## config.mk

```make
export PLATFORM = sky130hd
export DESIGN_NAME = buffer_frame_replacement_order_top
export DESIGN_NICKNAME = d
export VERILOG_FILES = /design/src/bfro_pkg.sv /design/src/bfro_ctrl.sv /design/src/bfro_dpath.sv /design/src/buffer_frame_replacement_order_top.sv
export SDC_FILE = /design/constraint.sdc
export NUM_CORES = 1
export LEC_CHECK = 0
export ABC_AREA = 1
export ABC_CLOCK_PERIOD_IN_PS = 27800
export BUFFER_PORTS_ARGS = -buffer_cell sky130_fd_sc_hd__buf_2
export CAP_MARGIN = 40
export CELL_PAD_IN_SITES_DETAIL_PLACEMENT = 0
export CELL_PAD_IN_SITES_GLOBAL_PLACEMENT = 1
export CORE_ASPECT_RATIO = 1.2
export CORE_MARGIN = 10
export CORE_UTILIZATION = 24
export CTS_BUF_LIST = sky130_fd_sc_hd__clkbuf_8
export DETAILED_ROUTE_END_ITERATION = 16
export PLACE_DENSITY_LB_ADDON = 0.25
export SLEW_MARGIN = 0
export SYNTH_ARGS = -nofsm -noshare
export SYNTH_HDL_FRONTEND = slang
export SYNTH_SLANG_ARGS = --single-unit
```

## constraint.sdc

```tcl
create_clock -name i_clk -period 27.8 [get_ports i_clk]
set_clock_uncertainty 0.1 [all_clocks]
set_input_delay 2.78 -clock i_clk [delete_from_list [all_inputs] [get_ports i_clk]]
set_output_delay 2.78 -clock i_clk [all_outputs]
set_load 0.01 [all_outputs]
```

## src/bfro_pkg.sv

```systemverilog
// ----------------------------------------------------------------------------
// Frame replacement order tracker package
// Operation and status codes and the command type shared by the modules.
// ----------------------------------------------------------------------------
`default_nettype none

package bfro_pkg;

    localparam int FUNC_BITS   = 2;
    localparam int PAGE_W      = 24;
    localparam int SEL_W       = 4;
    localparam int STATUS_BITS = 2;
    localparam int IDX_W       = 4;
    localparam int CFG_W       = 5;

    localparam logic [CFG_W-1:0] CFG_RESET = 5'd16;

    typedef enum logic [FUNC_BITS-1:0] {
        FUNC_INSERT    = 2'd0,
        FUNC_LOOKUP    = 2'd1,
        FUNC_TOUCH_LRU = 2'd2,
        FUNC_TOUCH_FIFO = 2'd3
    } t_func;

    typedef enum logic [STATUS_BITS-1:0] {
        ST_OK    = 2'd0,
        ST_EMPTY = 2'd1,
        ST_FULL  = 2'd2
    } t_status;

    typedef struct packed {
        logic accept;
        logic commit;
    } t_dp_cmd;

endpackage

`default_nettype wire

```

## src/bfro_ctrl.sv

```systemverilog
// ----------------------------------------------------------------------------
// Frame replacement order tracker controller
// Sequences one operation at a time and owns the output valid flag.
// ----------------------------------------------------------------------------
`default_nettype none

module bfro_ctrl
    import bfro_pkg::*;
(
    input  wire logic i_clk,
    input  wire logic i_rst_n,
    input  wire logic i_valid,
    output logic      o_stall,
    output logic      o_valid,
    input  wire logic i_stall,
    output t_dp_cmd   o_cmd
);

    typedef enum logic [1:0] {
        S_IDLE = 2'b01,
        S_UPD  = 2'b10
    } t_state;

    t_state r_state;
    t_state n_state;
    logic   r_out_valid;
    logic   n_out_valid;
    logic   out_free;

    assign out_free     = !r_out_valid || !i_stall;
    assign o_stall      = (r_state != S_IDLE);
    assign o_valid      = r_out_valid;
    assign o_cmd.accept = (r_state == S_IDLE) && i_valid;
    assign o_cmd.commit = (r_state == S_UPD) && out_free;

    always_comb begin
        n_state = r_state;
        unique case (r_state)
            S_IDLE: begin
                if (i_valid) begin
                    n_state = S_UPD;
                end
            end
            S_UPD: begin
                if (out_free) begin
                    n_state = S_IDLE;
                end
            end
            default: n_state = S_IDLE;
        endcase
    end

    always_comb begin
        if (o_cmd.commit) begin
            n_out_valid = 1'b1;
        end else if (i_stall) begin
            n_out_valid = r_out_valid;
        end else begin
            n_out_valid = 1'b0;
        end
    end

    always_ff @(posedge i_clk) begin
        if (!i_rst_n) begin
            r_state     <= S_IDLE;
            r_out_valid <= 1'b0;
        end else begin
            r_state     <= n_state;
            r_out_valid <= n_out_valid;
        end
    end

endmodule

`default_nettype wire

```

## src/bfro_dpath.sv

```systemverilog
// ----------------------------------------------------------------------------
// Frame replacement order tracker datapath
// Holds the page tags, both order lists, the frame count and the result.
// ----------------------------------------------------------------------------
`default_nettype none

module bfro_dpath
    import bfro_pkg::*;
#(
    parameter int NUM_FRAMES = 16,
    parameter int PAGE_BITS  = 24
) (
    input  wire logic              i_clk,
    input  wire logic              i_rst_n,
    input  wire t_dp_cmd           i_cmd,
    input  wire logic              i_cfg_we,
    input  wire logic [CFG_W-1:0]  i_cfg_data,
    input  wire logic [1:0]        i_func,
    input  wire logic [PAGE_W-1:0] i_page_num,
    input  wire logic [SEL_W-1:0]  i_frame_sel,
    output logic [1:0]             o_status,
    output logic                   o_found,
    output logic [IDX_W-1:0]       o_frame_index,
    output logic [IDX_W-1:0]       o_lru_oldest,
    output logic [IDX_W-1:0]       o_fifo_oldest,
    output logic [CFG_W-1:0]       o_frames_held
);

    localparam int FW = $clog2(NUM_FRAMES);
    localparam int CW = $clog2(NUM_FRAMES + 1);
    localparam int LW = (CW > CFG_W) ? CW : CFG_W;
    localparam int KW = (FW > SEL_W) ? FW : SEL_W;

    logic [PAGE_BITS-1:0] r_tag [NUM_FRAMES];
    logic [FW-1:0]        r_lru [NUM_FRAMES];
    logic [FW-1:0]        r_fifo [NUM_FRAMES];
    logic [FW-1:0]        n_lru [NUM_FRAMES];
    logic [FW-1:0]        n_fifo [NUM_FRAMES];
    logic [CW-1:0]        r_total;
    logic [CW-1:0]        n_total;
    logic [CFG_W-1:0]     r_cfg;

    t_func                r_func;
    logic [PAGE_BITS-1:0] r_page;
    logic [FW-1:0]        r_sel;
    logic [NUM_FRAMES-1:0] r_match;
    logic [NUM_FRAMES-1:0] n_match;

    logic [1:0]           r_status;
    logic                 r_found;
    logic [IDX_W-1:0]     r_fidx;
    logic [IDX_W-1:0]     r_lru_old;
    logic [IDX_W-1:0]     r_fifo_old;
    logic [CFG_W-1:0]     r_held;

    logic [31:0]          page_ext;
    logic [PAGE_BITS-1:0] page_key;
    logic [KW-1:0]        sel_key;
    t_func                in_func;
    logic [LW-1:0]        lim;
    logic [LW-1:0]        scan;
    logic                 hit;
    logic [FW-1:0]        hit_idx;
    t_status              n_status;
    logic                 n_found;
    logic [FW-1:0]        n_fidx;
    logic                 tag_we;

    assign page_ext = 32'(signed'(i_page_num));
    assign page_key = page_ext[PAGE_BITS-1:0];
    assign sel_key  = KW'(i_frame_sel);
    assign in_func  = t_func'(i_func);

    assign lim  = (r_cfg < NUM_FRAMES) ? LW'(r_cfg) : LW'(NUM_FRAMES);
    assign scan = (LW'(r_total) < lim) ? LW'(r_total) : lim;

    always_comb begin
        for (int i = 0; i < NUM_FRAMES; i++) begin
            case (in_func)
                FUNC_INSERT:    n_match[i] = 1'b0;
                FUNC_LOOKUP:    n_match[i] = (r_tag[i] == page_key);
                FUNC_TOUCH_LRU: n_match[i] = (KW'(r_lru[i]) == sel_key);
                default:        n_match[i] = (KW'(r_fifo[i]) == sel_key);
            endcase
            n_match[i] = n_match[i] && (LW'(i) < scan);
        end
    end

    always_comb begin
        hit_idx = '0;
        for (int i = NUM_FRAMES - 1; i >= 0; i--) begin
            if (r_match[i]) begin
                hit_idx = FW'(i);
            end
        end
    end
    assign hit = |r_match;

    always_comb begin
        n_lru    = r_lru;
        n_fifo   = r_fifo;
        n_total  = r_total;
        n_status = ST_OK;
        n_found  = 1'b0;
        n_fidx   = '0;
        tag_we   = 1'b0;
        case (r_func)
            FUNC_INSERT: begin
                if (LW'(r_total) >= lim) begin
                    n_status = ST_FULL;
                end else begin
                    tag_we                    = 1'b1;
                    n_lru[r_total[FW-1:0]]    = r_total[FW-1:0];
                    n_fifo[r_total[FW-1:0]]   = r_total[FW-1:0];
                    n_fidx                    = r_total[FW-1:0];
                    n_total                   = r_total + CW'(1);
                end
            end
            FUNC_LOOKUP: begin
                n_found = hit;
                n_fidx  = hit ? hit_idx : '0;
            end
            default: begin
                if (r_total == '0) begin
                    n_status = ST_EMPTY;
                end else if (hit) begin
                    for (int j = 0; j < NUM_FRAMES; j++) begin
                        if (j < NUM_FRAMES - 1) begin
                            if (FW'(j) >= hit_idx && CW'(j + 1) < r_total) begin
                                if (r_func == FUNC_TOUCH_LRU) begin
                                    n_lru[j] = r_lru[j + 1];
                                end else begin
                                    n_fifo[j] = r_fifo[j + 1];
                                end
                            end
                        end
                        if (CW'(j + 1) == r_total) begin
                            if (r_func == FUNC_TOUCH_LRU) begin
                                n_lru[j] = r_sel;
                            end else begin
                                n_fifo[j] = r_sel;
                            end
                        end
                    end
                end
            end
        endcase
    end

    always_ff @(posedge i_clk) begin
        if (!i_rst_n) begin
            r_total <= '0;
            r_cfg   <= CFG_RESET;
        end else begin
            if (i_cfg_we) begin
                r_cfg <= i_cfg_data;
            end
            if (i_cmd.commit) begin
                r_total <= n_total;
            end
        end
    end

    always_ff @(posedge i_clk) begin
        if (i_cmd.accept) begin
            r_func  <= in_func;
            r_page  <= page_key;
            r_sel   <= FW'(i_frame_sel);
            r_match <= n_match;
        end
        if (i_cmd.commit) begin
            r_lru      <= n_lru;
            r_fifo     <= n_fifo;
            r_status   <= n_status;
            r_found    <= n_found;
            r_fidx     <= IDX_W'(n_fidx);
            r_lru_old  <= (n_total != '0) ? IDX_W'(n_lru[0]) : '0;
            r_fifo_old <= (n_total != '0) ? IDX_W'(n_fifo[0]) : '0;
            r_held     <= CFG_W'(n_total);
        end
    end

    always_ff @(posedge i_clk) begin
        if (i_cmd.commit && tag_we) begin
            r_tag[r_total[FW-1:0]] <= r_page;
        end
    end

    assign o_status      = r_status;
    assign o_found       = r_found;
    assign o_frame_index = r_fidx;
    assign o_lru_oldest  = r_lru_old;
    assign o_fifo_oldest = r_fifo_old;
    assign o_frames_held = r_held;

endmodule

`default_nettype wire

```

## src/buffer_frame_replacement_order_top.sv

```systemverilog
// ----------------------------------------------------------------------------
// Buffer frame replacement order tracker
// Tracks the frames of a page buffer pool in an LRU order and a FIFO order.
//
// The input channel carries an operation (insert, lookup, touch LRU, touch
// FIFO), a page number and a frame index. A transfer takes place when valid
// is high and stall is low. Each operation gives exactly one result on the
// output channel with a status, the lookup or insert frame, the oldest frame
// of each order and the frame count after the operation.
// The transfer cycle registers the parallel tag or position compare; the
// update state then updates the order lists and loads the output register
// once the output is free; the result is valid from that load on, and no
// input is taken while an operation is in the update state. The pool size
// register is written through the configuration write enable, by the user
// only while no operation is in flight; the block does not enforce this.
// Reset empties the pool and sets the pool size to sixteen frames. While the
// receiver stalls, the result holds; one more operation is accepted and held
// in the update stage, and then the input channel stalls.
// ----------------------------------------------------------------------------
`default_nettype none

module buffer_frame_replacement_order_top
    import bfro_pkg::*;
#(
    parameter int NUM_FRAMES = 16,
    parameter int PAGE_BITS  = 24
) (
    input  wire logic              i_clk,
    input  wire logic              i_rst_n,
    input  wire logic              i_cfg_we,
    input  wire logic [CFG_W-1:0]  i_cfg_data,
    input  wire logic              i_valid,
    output logic                   o_stall,
    input  wire logic [1:0]        i_func,
    input  wire logic [PAGE_W-1:0] i_page_num,
    input  wire logic [SEL_W-1:0]  i_frame_sel,
    output logic                   o_valid,
    input  wire logic              i_stall,
    output logic [1:0]             o_status,
    output logic                   o_found,
    output logic [IDX_W-1:0]       o_frame_index,
    output logic [IDX_W-1:0]       o_lru_oldest,
    output logic [IDX_W-1:0]       o_fifo_oldest,
    output logic [CFG_W-1:0]       o_frames_held
);

    t_dp_cmd cmd;

    bfro_ctrl u_ctrl (
        .i_clk   (i_clk),
        .i_rst_n (i_rst_n),
        .i_valid (i_valid),
        .o_stall (o_stall),
        .o_valid (o_valid),
        .i_stall (i_stall),
        .o_cmd   (cmd)
    );

    bfro_dpath #(
        .NUM_FRAMES (NUM_FRAMES),
        .PAGE_BITS  (PAGE_BITS)
    ) u_dpath (
        .i_clk         (i_clk),
        .i_rst_n       (i_rst_n),
        .i_cmd         (cmd),
        .i_cfg_we      (i_cfg_we),
        .i_cfg_data    (i_cfg_data),
        .i_func        (i_func),
        .i_page_num    (i_page_num),
        .i_frame_sel   (i_frame_sel),
        .o_status      (o_status),
        .o_found       (o_found),
        .o_frame_index (o_frame_index),
        .o_lru_oldest  (o_lru_oldest),
        .o_fifo_oldest (o_fifo_oldest),
        .o_frames_held (o_frames_held)
    );

endmodule

`default_nettype wire

```

### Yosys cells after proc, flatten, opt, wreduce, memory -nomap -nowiden

Memory sizes are Yosys's and may differ from the RTL's.
Cells that the tools add are included.

| storage, ports and cells | value |
|---|---|
| memories | 1 |
| RAM bits | 384 |
| word-level logic and storage cells | 415 |
| bits of input ports | 40 |
| bits in registers | 207 |
| output and inout bits | 22 |

Memories:

| memory | words | width | rd ports | clocked after Yosys merged registers in | wr ports | RTL line | source |
|---|---|---|---|---|---|---|---|
| u_dpath.r_tag | 16 | 24 | 16 | 0 | 1 | bfro_dpath.sv:34 | `logic [PAGE_BITS-1:0] r_tag [NUM_FRAMES];` |

| operators by class | value |
|---|---|
| magnitude comparators | 51 |
| reduce and logical (&&, ||, !) cells | 50 |
| multiplexer cells | 187 |
| bitwise logic cells | 2 |
| add/sub/neg operators | 1 |
| eq/ne operators | 77 |

Operator list:

| operator | number |
|---|---|
| 4-bit 2-to-1 mux | 143 |
| 24-bit == test | 16 |
| 64-bit 2-to-1 mux | 6 |
| 64-bit one-hot mux with 2 select lines | 2 |
| 64-bit bitwise mux | 2 |
| 4-bit == test | 32 |
| 4-bit by 5-bit less-than comparator with 1-bit output (first input constant) | 16 |
| 1-bit one-hot mux with 3 select lines | 16 |
| 4-bit by 5-bit == test with 1-bit output (first input constant) | 8 |
| 3-bit by 5-bit less-than comparator with 1-bit output (first input constant) | 8 |
| 1-bit logical AND | 35 |
| 4-bit greater-or-equal comparator (first input constant) | 7 |
| 3-bit by 5-bit == test with 1-bit output (first input constant) | 4 |
| 2-bit by 5-bit less-than comparator with 1-bit output (first input constant) | 4 |
| 5-bit 2-to-1 mux | 4 |
| 4-bit demux with 4-bit select | 1 |
| 3-bit by 4-bit greater-or-equal comparator with 1-bit output (first input constant) | 4 |
| 16-bit OR reduction | 1 |
| 1-bit by 5-bit less-than comparator with 1-bit output (first input constant) | 3 |
| 7-bit AND reduction | 2 |
| 2-bit by 5-bit == test with 1-bit output (first input constant) | 2 |
| 1-bit by 4-bit greater-or-equal comparator with 1-bit output (first input constant) | 2 |
| 2-bit by 4-bit greater-or-equal comparator with 1-bit output (first input constant) | 2 |
| 2-bit inequality test (second input constant) | 4 |
| 25 further kinds | 44 |

### Depth between registers and ports, before layout

Gate-level depths: netlist (run 1).

| depth | value |
|---|---|
| depth in word-level cells | 24 |
| mapped depth | 26 |
| depth with buffers taken out | 25 |

### Cells and area by module

Synthesis (run 1) repeated with hierarchy kept, for this count alone.

| unflattened totals | value |
|---|---|
| cell total of the unflattened synthesis | 3133 |
| area total of the unflattened synthesis | 30724.5 sq um |

By module, submodules not included:

| module | cells an instance | area an instance (sq um) | times used | seq. area each (sq um) |
|---|---|---|---|---|
| bfro_dpath | 3114 | 30579.3 | 1 | 17556.8 |
| bfro_ctrl | 19 | 145.1 | 1 | 60.1 |

### Worst setup path before layout (run 1)

OpenSTA, ideal clock, no wires.

| path | value |
|---|---|
| kind | input -> register |
| start point | input port i_stall |
| end point | register u_dpath.r_fifo[0] (netlist name), enable pin |
| setup slack | 14.472 ns |
| buffers on the path | 0 |
| data arrival time | 12.910 ns |
| stages on the path | 6 |
| library setup time | 0.318 ns |
| data required time | 27.382 ns |
| cells stage by stage | nand2_1 -> inv_1 -> nor2_1 -> o21ai_0 -> nor3_1 -> o21a_1 |

RTL lines:

| what | RTL line | source |
|---|---|---|
| start: declaration | buffer_frame_replacement_order_top.sv:38 | `input wire logic i_stall,` |
| end signal: assignment | bfro_dpath.sv:173 | `r_fifo <= n_fifo;` |
| end: declaration | bfro_dpath.sv:36 | `logic [FW-1:0] r_fifo [NUM_FRAMES];` |

### Worst setup path after layout (run 1)

| path | value |
|---|---|
| start point | input port i_func[1] |
| end point | register u_dpath.r_match[9], data pin |

| on the way | value |
|---|---|
| cells in the longest elaborated chain, start to end | 3 |
| elaborated cells on any way between the ends | 5 |
| those cells by class | eq/ne: 2; mux: 1; reduce/logical: 2 |

Ends and longest elaborated chain:

| what | RTL line | source |
|---|---|---|
| start: declaration | buffer_frame_replacement_order_top.sv:34 | `input wire logic [1:0] i_func,` |
| 2-bit == test (tied with other cells) | bfro_dpath.sv:79 | `case (in_func)` |
| 1-bit one-hot mux with 3 select lines * | bfro_dpath.sv:79 |  |
| 1-bit logical AND * | bfro_dpath.sv:85 | `n_match[i] = n_match[i] && (LW'(i) < scan);` |
| net u_dpath.n_match[9] | bfro_dpath.sv:47 | `logic [NUM_FRAMES-1:0] n_match;` |
| end signal: assignment | bfro_dpath.sv:169 | `r_match <= n_match;` |
| end: declaration | bfro_dpath.sv:46 | `logic [NUM_FRAMES-1:0] r_match;` |

The timed path passes the listed nets; every way through them passes the cells marked *.
A chain may end at the register's enable or synchronous reset.

==> insert_results.sql, run 1 <==
INSERT INTO impl_metrics (metric_group, metric, value, unit) VALUES
('status', 'outcome', 'finished clean', ''),
('drt', 'detailed_router_s_first_iteration_violation_count', '2274', ''),
('job', 'cap_violations', '0', ''),
('clock_network', 'clockRootBuffer', 'clkbuf_8', ''),
('synthesis', 'postSynth.asyncResetShare', '0', ''),
('timing', 'setup_violations', '0', ''),
('floorplan', 'io-pin-count', '62', ''),
('synthesis', 'synthesis.yosys.warnings', '0', ''),
('global_route', 'vias_in_the_first_global_route', '24600', ''),
('clock_network', 'cts.sinks', '591', ''),
('synthesis', 'synth_cell_types', '68', ''),
('global_route', 'pin_count_of_the_biggest_net_entering_global_routing', '114', ''),
('timing', 'layout_min_cycle_time', '5.32', 'ns'),
('drt', 'drt-total-wl', '131000', 'um'),
('clock_network', 'cts-buffers-inserted', '108', ''),
('critical_path', 'timing.critical_path.fanout_max', '77', ''),
('clock_network', 'post_cts_resized', '0', ''),
('synthesis', 'synth.yosys.seq_area_share', '0.574', ''),
('finish', 'final_cell_count_no_fill', '5006', ''),
('clock_network', 'tritoncts', 'done', ''),
('finish', 'area_delta_synth_final', '15.6', '%'),
('timing', 'totalNegativeSetupSlack', '0', 'ns'),
('clock_network', 'ctsHoldBuffers', '0', ''),
('synthesis', 'syn-cell-area', '0.0307', 'mm^2'),
('synthesis', 'synth_largest_area_cell', 'edfxtp_1', ''),
('power', 'total_leakage_power', '0.0132', 'uW'),
('timing', 'achievable-frequency', '188', 'MHz'),
('timing', 'final.period_utilization', '0.191', ''),
('floorplan', 'dieArea', '0.143', 'mm^2'),
('timing', 'maxSlewViolCount', '0', ''),
('global_route', 'grt_pass1_wl', '183000', 'um'),
('synthesis', 'synth_nets', '3161', ''),
('synthesis', 'synth-main-ff-cell', 'edfxtp_1', ''),
('critical_path', 'worst_ep_arrival_time', '5.84', 'ns'),
('drt', 'vias_per_cell', '4.98', ''),
('critical_path', 'critical_path_s_slowest_cell', 'buf_4', ''),
('power', 'finalPower', '1990', 'uW'),
('critical_path', 'worstPathRequired', '28.32', 'ns'),
('floorplan', 'die_h', '412', 'um'),
('power', 'seq_pwr_share', '0.500', ''),
('drt', 'post-route-drc-count', '0', ''),
('power', 'cellPowerDensity', '56.1', 'mW/mm^2'),
('floorplan', 'initial_core_util', '0.242', ''),
('worst_hold_path', 'hold_depth', '0', ''),
('finish', 'layout-drive-gt1-share', '0.132', ''),
('finish', 'nNetsFinal', '3302', ''),
('synthesis', 'synthesis.area_per_instance', '9.87', 'um^2'),
('synthesis', 'top_area_cell_type_share_of_the_netlist_area', '0.565', ''),
('timing', 'max_slew_margin', '0.389', ''),
('global_route', 'grt_util_all_layers', '0.177', ''),
('critical_path', 'path_cells', 'buf_2 -> nand2_4 -> buf_4 -> mux2_2 -> xor2_1 -> a2111oi_1 -> buf_2 -> a21oi_1 -> nor2_1', ''),
('critical_path', 'cpPeakStageDelay', '0.66', 'ns'),
('power', 'net-switching-power', '554', 'uW'),
('worst_hold_path', 'timing.hold.worst.class', 'flip-flop to flip-flop', ''),
('finish', 'layout_common_cells', '655 x nand2_1, 578 x edfxtp_1, 285 x inv_1', ''),
('drt', 'drt_pre_antenna_iters', '6', ''),
('floorplan', 'fp-row-count', '143', ''),
('global_route', 'antenna_found_initial', '8', ''),
('finish', 'final_core_utilization', '0.280', ''),
('synthesis', 'synthCells', '3111', ''),
('critical_path', 'critical_path.endpoint_type', 'flip-flop', ''),
('power', 'power_frac_clock', '0.404', ''),
('finish', 'layout.cell_area.non_filler', '0.0355', 'mm^2'),
('place', 'place_hpwl', '86400', 'um'),
('drt', 'via_count', '24900', ''),
('clock_network', 'clk_pin_slew_worst_paths', '0.06', 'ns'),
('timing', 'timing_hold_violations_final', '0', ''),
('place', 'gp_congestion', '0.866', ''),
('place', 'port_buffers', '61', ''),
('critical_path', 'worst-setup-path-type', 'input port to flip-flop', ''),
('place', 'placed_area', '0.0335', 'mm^2');
## power groups by stage
stage / Combinational (uW) / Sequential, uW / Clock (uW)
finish: 192 / 997 / 804
global route: 205 / 996 / 865
CTS: 192 / 996 / 822
detailed placement: 192 / 1010 / 0
global placement: 189 / 1020 / 0
floorplan: 99.8 / 1010 / 0
## registers in the layout (all words and copies together) (netlist names)
| signal | cells |
|---|---|
| u_dpath.r_tag | 384 |
| u_dpath.r_fifo | 64 |
| u_dpath.r_lru | 64 |
| u_dpath.r_page | 24 |
| u_dpath.r_match | 16 |
| u_dpath.o_frames_held | 5 |
| u_dpath.r_cfg | 5 |
| u_dpath.r_total | 5 |
| u_dpath.o_fifo_oldest | 4 |
| u_dpath.o_frame_index | 4 |
| u_dpath.o_lru_oldest | 4 |
| u_dpath.r_sel | 4 |
| u_ctrl.r_state | 2 |
| u_dpath.o_status | 2 |
| u_dpath.r_func | 2 |
| u_ctrl.o_valid | 1 |
| u_dpath.o_found | 1 |
## synthesized netlist by cell type (5+ instances only)
master / number
nand2_1: 655
edfxtp_1: 578
o21ai_0: 276
inv_1: 255
nor2_1: 223
xor2_1: 124
nand3_1: 107
o22ai_1: 104
a21oi_1: 102
xnor2_1: 63
buf_2: 52
clkbuf_1: 50
o21ai_1: 49
nand4_1: 39
o211ai_1: 38
inv_2: 31
nor3_1: 30
o2111ai_1: 30
nor4_1: 29
nor2_2: 25
a221oi_1: 24
a2111oi_0: 22
or2_2: 21
a211oi_1: 16
dfxtp_1: 13
buf_1: 12
a21oi_2: 10
ha_1: 10
o221ai_1: 10
nand2_4: 9
nor2_4: 9
buf_4: 7
mux2_2: 7
nand2_2: 7
nand3b_1: 7
clkinv_1: 5
or4_1: 5
## path summary, 6_finish.rpt
kind / from / endpoint / slack [ns]
worst max-delay path: i_func[1] / u_dpath.r_match[9]$_DFFE_PP_ / 22.48
worst min-delay path: u_dpath.r_page[14]$_DFFE_PP_ / u_dpath.r_tag[7][14]$_DFFE_PP_ / 0.35
worst max register to register: u_dpath.r_total[0]$_SDFFE_PN0P_ / u_dpath.r_lru[25]$_DFFE_PP_ / 22.51
worst min register to register: u_dpath.r_page[14]$_DFFE_PP_ / u_dpath.r_tag[7][14]$_DFFE_PP_ / 0.35
## metal layers
layer,wire length [um],up-vias,GRT usage,part of all wire
li1,-,11300,-,-
met1,54400,12400,0.220,0.41
met2,63600,898,0.305,0.48
met3,7270,261,0.0274,0.055
met4,6020,4,0.0755,0.046
met5,18,-,0,0.00014
## kinds of logic after synthesis
kind of cell,share of synthesized area
AND/OR/NAND/NOR,0.170
AO/OA/AOI/OAI,0.140
flip-flops,0.574
buffers and inverters,0.0555
XOR/XNOR,0.0533
multiplexers,0.00387
adder cells (fa/ha/maj),0.00407
## worst max-delay path: cells and delay by family
kind / cells / cell delay (ns)
xor gates and xnor gates: 1 / 0.14
AOI/OAI and AO/OA: 2 / 0.66
buffers and inverters: 3 / 1.22
and+or+nand+nor: 2 / 0.53
muxes: 1 / 0.42
## metrics by stage
| step | hold slack (ns) | worst slack (ns) |
|---|---|---|
| 2_1_floorplan | 0.334 | 14.47 |
| 5_1_grt | 0.356 | 22.20 |
| 6_report | 0.350 | 22.48 |
| 3_5_place_dp | 0.337 | 21.68 |
| 3_3_place_gp | 0.330 | 21.02 |
| 4_1_cts | 0.351 | 22.48 |
## area by class of cell
type | count | area, um^2 | area share
timing repair buffer | 156 | 1190 | 0.0335
clock buffer | 109 | 1500 | 0.0423
tap | 1667 | 2090 | 0.0587
sequential | 591 | 17600 | 0.496
inverter | 294 | 1110 | 0.0313
multi-input combinational | 2101 | 11500 | 0.324
clock inverter | 86 | 507 | 0.0143
antenna | 2 | 5.00 | 0.000141
Note: power is estimated with default switching activity, not from simulation.
==> inputs of run 2 (changes only) <==
- ABC_CLOCK_PERIOD_IN_PS: 27800 -> 5500
- clock period: 27.8 -> 5.5 ns (I/O delays scaled with it)
==> insert_results.sql, run 2 (synthesized netlist as in run 1, its figures left out) <==
INSERT INTO impl_metrics (metric_group, metric, value, unit) VALUES
('floorplan', 'coreArea', '0.127', 'mm^2'),
('critical_path', 'startpoint_class', 'flip-flop', ''),
('global_route', 'pin_count_of_the_biggest_net_entering_global_routing', '114', ''),
('drt', 'via_count', '25100', ''),
('worst_hold_path', 'timing.hold.worst.class', 'input port to flip-flop', ''),
('worst_hold_path', 'hold_depth', '1', ''),
('global_route', 'grt_pass1_wl', '186000', 'um'),
('clock_network', 'clkLatencyLatePin', '0.78', 'ns'),
('finish', 'layout-drive-gt1-share', '0.135', ''),
('power', 'cellPowerDensity', '280', 'mW/mm^2'),
('clock_network', 'cts-buffers-inserted', '107', ''),
('critical_path', 'critical_path.endpoint_type', 'flip-flop', ''),
('timing', 'totalNegativeSetupSlack', '0', 'ns'),
('clock_network', 'clockRootBuffer', 'clkbuf_8', ''),
('drt', 'drt-total-wl', '133000', 'um'),
('power', 'internal-power', '7170', 'uW'),
('floorplan', 'dieWidth', '347', 'um'),
('critical_path', 'cp-startpoint', 'u_dpath.r_total[1]$_SDFFE_PN0P_', ''),
('finish', 'layout_common_cells', '655 x nand2_1, 578 x edfxtp_1, 285 x inv_1', ''),
('timing', 'layout_min_cycle_time', '4.14', 'ns'),
('timing', 'maxSlewViolCount', '0', ''),
('place', 'port_buffers', '61', ''),
('critical_path', 'worstReg2RegEnd', 'u_dpath.r_lru[34]$_DFFE_PP_', ''),
('clock_network', 'post-cts-setup-buffers', '0', ''),
('drt', 'post-route-drc-count', '0', ''),
('floorplan', 'initial_core_util', '0.242', ''),
('critical_path', 'worst_ep_arrival_time', '4.62', 'ns'),
('timing', 'setup_repair_after_global_routing_missed_its_margin', 'false', ''),
('critical_path', 'setup.reg_to_reg.worst_slack', '1.36', 'ns'),
('drt', 'vias_per_cell', '4.99', ''),
('power', 'total_leakage_power', '0.0132', 'uW'),
('timing', 'achievable-frequency', '241', 'MHz'),
('timing', 'final.period_utilization', '0.753', ''),
('drt', 'detailed_router_s_first_iteration_violation_count', '2340', ''),
('global_route', 'grt_util_all_layers', '0.180', ''),
('finish', 'final_core_utilization', '0.281', ''),
('power', 'ir_drop', '0.206', 'mV'),
('drt', 'avg_wl_per_cell', '26.4', 'um'),
('drt', 'route.antenna.remaining_nets', '0', ''),
('floorplan', 'fp-row-count', '143', ''),
('power', 'power.switching_fraction', '0.281', ''),
('global_route', 'grt_remaining_overflow', '0', ''),
('finish', 'nNetsFinal', '3328', ''),
('critical_path', 'r2r.worst_path.cells', '14', ''),
('power', 'power_frac_clock', '0.394', ''),
('critical_path', 'timing.critical_path.fanout_max', '32', ''),
('clock_network', 'tritoncts', 'done', ''),
('finish', 'max_ffs_per_register', '384', ''),
('critical_path', 'crit-reg2reg-launch', 'u_dpath.r_total[1]$_SDFFE_PN0P_', ''),
('floorplan', 'io-pin-count', '62', ''),
('clock_network', 'cts_htree_levels', '3', ''),
('floorplan', 'die_h', '412', 'um'),
('finish', 'final_common_cell', 'nand2_1', ''),
('finish', 'area_delta_synth_final', '16.0', '%'),
('timing', 'timing_hold_violations_final', '0', ''),
('global_route', 'vias_in_the_first_global_route', '24700', ''),
('critical_path', 'worstPathRequired', '5.98', 'ns'),
('critical_path', 'worst-setup-path-type', 'flip-flop to flip-flop', ''),
('power', 'seq_pwr_share', '0.506', ''),
('clock_network', 'ctsHoldBuffers', '16', ''),
('timing', 'tightest_slew', '0.966', 'ns'),
('floorplan', 'dieArea', '0.143', 'mm^2'),
('clock_network', 'cts.sinks', '591', ''),
('clock_network', 'cts_buffer_depth', '3', ''),
('status', 'outcome', 'finished clean', ''),
('place', 'gp_congestion', '0.866', ''),
('clock_network', 'post_cts_resized', '0', ''),
('drt', 'drt_pre_antenna_iters', '5', ''),
('job', 'cap_violations', '0', ''),
('clock_network', 'clk_pin_slew_worst_paths', '0.06', 'ns'),
('timing', 'setup_violations', '0', ''),
('global_route', 'antenna_found_initial', '6', ''),
('power', 'comb_power_share', '0.100', ''),
('power', 'net-switching-power', '2800', 'uW'),
('timing', 'max_slew_margin', '0.347', ''),
('critical_path', 'crit_path_capture', 'u_dpath.r_lru[34]$_DFFE_PP_', ''),
('place', 'place_hpwl', '89700', 'um');
[run 2: routing by layer]
layer | track usage | routed length, um | vias to the layer above
li1 | - | - | 11400
met1 | 0.228 | 56100 | 12600
met2 | 0.314 | 65100 | 894
met3 | 0.0202 | 6370 | 239
met4 | 0.0676 | 5000 | 0
met5 | 0 | 0 | -
[run 2: how the worst min path moves through the flow]
stage / start / endpoint
after global placement: u_ctrl.o_valid$_SDFFE_PN0P_ / u_ctrl.o_valid$_SDFFE_PN0P_
after CTS: i_page_num[1] / u_dpath.r_page[1]$_DFFE_PP_
final: i_page_num[1] / u_dpath.r_page[1]$_DFFE_PP_
after global routing: i_page_num[1] / u_dpath.r_page[1]$_DFFE_PP_
after detailed placement: u_dpath.r_cfg[0]$_SDFFE_PN0P_ / u_dpath.r_cfg[0]$_SDFFE_PN0P_
after floorplan: u_dpath.r_cfg[0]$_SDFFE_PN0P_ / u_dpath.r_cfg[0]$_SDFFE_PN0P_
[run 2: per-stage QoR]
stage | power (uW) | area (um^2) | worst slack (ns) | hold slack (ns) | cells
2_1_floorplan | 5630 | 30700 | 0.0293 | 0.334 | 3111
3_3_place_gp | 6110 | 33300 | 1.57 | 0.398 | 4808
3_5_place_dp | 6120 | 33500 | 1.44 | 0.406 | 4820
4_1_cts | 10100 | 35600 | 1.40 | 0.00278 | 5028
5_1_grt | 10300 | 35600 | 1.15 | 0.0191 | 5029
6_report | 9960 | 35600 | 1.36 | 0.0519 | 5029
[run 2: cell type report]
class | instances | area (um^2)
multi-input combinational | 2101 | 11500
sequential | 591 | 17600
antenna | 1 | 2.50
fill | 13400 | 91200
clock buffer | 111 | 1530
timing repair buffer | 183 | 1400
tap | 1667 | 2090
clock inverter | 81 | 394
inverter | 294 | 1110
[run 2: critical path, stage by stage, from the launching register on]
cell	delay (ns)
dfxtp_1	0.63
inv_1	0.12
ha_1	0.20
inv_1	0.16
nor2_2	0.08
inv_2	0.09
nor2_1	0.05
nor2_2	0.19
inv_4	0.14
nor2_8	0.41
inv_4	0.36
nor2_2	0.35
buf_4	0.36
inv_1	0.39
o221ai_1	0.31
[run 2: power groups by stage]
stage | Clock, uW | Sequential, uW | Combinational [uW]
after floorplan | 0 | 5130 | 505
after global placement | 0 | 5130 | 972
after detailed placement | 0 | 5130 | 986
after CTS | 4020 | 5040 | 998
after global routing | 4220 | 5040 | 1060
final | 3930 | 5040 | 999
==> inputs of run 3 (changes only) <==
- ABC_CLOCK_PERIOD_IN_PS: 5500 -> 4200
- clock period: 5.5 -> 4.2 ns (I/O delays scaled with it)
==> insert_results.sql, run 3 (synthesized netlist as in run 1, its figures left out) <==
INSERT INTO impl_metrics (metric_group, metric, value, unit) VALUES
('critical_path', 'worst_ep_arrival_time', '3.97', 'ns'),
('timing', 'achievable-frequency', '293', 'MHz'),
('timing', 'setup_violations', '0', ''),
('drt', 'avg_wl_per_cell', '25.9', 'um'),
('clock_network', 'cts_htree_levels', '3', ''),
('timing', 'layout_min_cycle_time', '3.42', 'ns'),
('finish', 'layout.cell_area.non_filler', '0.0362', 'mm^2'),
('timing', 'setup_repair_after_global_routing_missed_its_margin', 'false', ''),
('power', 'internal-power', '9550', 'uW'),
('global_route', 'grt_util_all_layers', '0.178', ''),
('finish', 'n_fill_cell', '13300', ''),
('finish', 'area.sequential', '0.0176', 'mm^2'),
('clock_network', 'cts_buffer_depth', '3', ''),
('floorplan', 'fp-row-count', '143', ''),
('clock_network', 'post-cts-setup-buffers', '0', ''),
('critical_path', 'cpPeakStageDelay', '0.84', 'ns'),
('critical_path', 'crit-reg2reg-launch', 'u_dpath.r_total[3]$_SDFFE_PN0P_', ''),
('floorplan', 'coreArea', '0.127', 'mm^2'),
('worst_hold_path', 'start_point_of_the_worst_hold_path', 'i_page_num[10]', ''),
('finish', 'final_common_cell', 'nand2_1', ''),
('critical_path', 'cp-startpoint', 'i_page_num[23]', ''),
('global_route', 'antenna_found_initial', '7', ''),
('worst_hold_path', 'whs_endpoint', 'u_dpath.r_page[10]$_DFFE_PP_', ''),
('floorplan', 'dieWidth', '347', 'um'),
('clock_network', 'clkLatencyLatePin', '0.78', 'ns'),
('timing', 'tightest_slew', '0.876', 'ns'),
('drt', 'route.antenna.remaining_nets', '0', ''),
('place', 'place_hpwl', '89200', 'um'),
('floorplan', 'dieArea', '0.143', 'mm^2'),
('job', 'cap_violations', '0', ''),
('power', 'seq_pwr_share', '0.498', ''),
('worst_hold_path', 'timing.hold.worst.class', 'input port to flip-flop', ''),
('place', 'gp_congestion', '0.871', ''),
('critical_path', 'critical_path_s_slowest_cell', 'clkinv_1', ''),
('global_route', 'vias_in_the_first_global_route', '24600', ''),
('floorplan', 'io-pin-count', '62', ''),
('critical_path', 'setup.reg_to_reg.worst_slack', '0.85', 'ns'),
('status', 'outcome', 'finished clean', ''),
('finish', 'layout_common_cells', '654 x nand2_1, 578 x edfxtp_1, 277 x inv_1', ''),
('critical_path', 'worst-setup-path-type', 'input port to flip-flop', ''),
('power', 'cellPowerDensity', '367', 'mW/mm^2'),
('drt', 'vias_per_cell', '4.97', ''),
('power', 'power.switching_fraction', '0.280', ''),
('timing', 'totalNegativeSetupSlack', '0', 'ns'),
('finish', 'multi_input_area', '0.0115', 'mm^2'),
('power', 'total_leakage_power', '0.0135', 'uW'),
('place', 'placed_area', '0.0338', 'mm^2'),
('critical_path', 'path_cells', 'dlygate4sd3_1 -> buf_2 -> clkinv_1 -> a211o_1 -> nor2_1 -> nand4_1 -> o41ai_1 -> nand3b_1 -> inv_1', ''),
('place', 'port_buffers', '61', ''),
('drt', 'drt-total-wl', '131000', 'um'),
('drt', 'drt_pre_antenna_iters', '5', ''),
('critical_path', 'critical_path.endpoint_type', 'flip-flop', ''),
('power', 'ir_drop', '0.266', 'mV'),
('critical_path', 'worstPathRequired', '4.75', 'ns'),
('critical_path', 'timing.critical_path.fanout_max', '18', ''),
('clock_network', 'clk_pin_slew_worst_paths', '0.06', 'ns'),
('power', 'net-switching-power', '3710', 'uW'),
('finish', 'max_ffs_per_register', '384', ''),
('global_route', 'pin_count_of_the_biggest_net_entering_global_routing', '87', ''),
('floorplan', 'initial_core_util', '0.242', ''),
('drt', 'via_count', '25200', ''),
('global_route', 'grt_pass1_wl', '185000', 'um'),
('timing', 'final.period_utilization', '0.813', ''),
('clock_network', 'tritoncts', 'done', ''),
('power', 'comb_power_share', '0.100', ''),
('clock_network', 'cts-buffers-inserted', '108', ''),
('critical_path', 'r2r.worst_path.cells', '13', ''),
('critical_path', 'startpoint_class', 'input port', ''),
('drt', 'post-route-drc-count', '0', ''),
('worst_hold_path', 'hold_depth', '1', ''),
('clock_network', 'clockRootBuffer', 'clkbuf_8', ''),
('drt', 'detailed_router_s_first_iteration_violation_count', '2348', ''),
('finish', 'layout-drive-gt1-share', '0.145', ''),
('critical_path', 'worstReg2RegEnd', 'u_dpath.o_fifo_oldest[2]$_SDFFCE_PN0P_', ''),
('power', 'power_frac_clock', '0.402', ''),
('timing', 'max_slew_margin', '0.416', ''),
('floorplan', 'die_h', '412', 'um'),
('finish', 'area_delta_synth_final', '17.7', '%'),
('clock_network', 'cts.sinks', '591', ''),
('timing', 'timing.hold.ws', '0.100', 'ns'),
('timing', 'maxSlewViolCount', '0', ''),
('global_route', 'grt_remaining_overflow', '0', ''),
('timing', 'timing_hold_violations_final', '0', ''),
('finish', 'nNetsFinal', '3362', '');
## run 3: how the worst max path moves through the flow
| stage | endpoint | slack (ns) | cells past startpoint |
|---|---|---|---|
| 6_report | u_dpath.r_match[6]$_DFFE_PP_ | 0.78 | 9 |
| 5_1_grt | u_dpath.o_fifo_oldest[2]$_SDFFCE_PN0P_ | 0.58 | 14 |
| 4_1_cts | u_dpath.o_fifo_oldest[2]$_SDFFCE_PN0P_ | 0.79 | 13 |
| 3_5_place_dp | u_dpath.r_match[6]$_DFFE_PP_ | 0.65 | 8 |
| 3_3_place_gp | u_dpath.r_match[6]$_DFFE_PP_ | 0.69 | 8 |
| 2_1_floorplan | u_dpath.r_fifo[0]$_DFFE_PP_ | -0.53 | 12 |
## run 3: repair_timing
item | 4_1_cts | 5_1_grt
hold buffers | 33 | 0
hold endpoints to repair | 31 | 0
gates resized for setup | 0 | 0
endpoints found under the setup margin | 0 | 0
## run 3: power by group through the flow
stage	sequential [uW]	clock (uW)	combinational, uW
floorplan	6720	0	668
detailed placement	6720	0	1300
CTS	6600	5460	1330
global route	6600	5730	1420
global placement	6750	0	1250
finish	6600	5340	1330
## run 3: worst max-delay path, delay by kind of cell
family                 cells  cell delay (ns)
and+or+nand+nor            3             0.52
buffers and inverters      4             1.87
AOI/OAI and AO/OA          2             1.13
## run 3: through the flow
stage,setup slack (ns),util,std cells,total power (uW)
global route,0.577,0.285,5070,13700
finish,0.784,0.285,5070,13300
global placement,0.686,0.264,4824,8000
CTS,0.787,0.285,5068,13400
detailed placement,0.651,0.266,4836,8020
floorplan,-0.529,-,3111,7380
## run 3: layer usage
layer  vias up  share of wire  global-route usage
met5         -              0                   0
met4         0          0.039              0.0662
met3       252          0.058              0.0273
met2       972           0.49               0.307
met1     12500           0.42               0.224
li1      11500              -                   -
## run 3: area by class of cell
cell class	count	share of cell area
multi-input combinational	2101	0.319
tap	1667	0.0577
antenna	2	0.000138
clock inverter	89	0.0140
sequential	591	0.488
inverter	294	0.0310
timing repair buffer	216	0.0487
clock buffer	110	0.0419
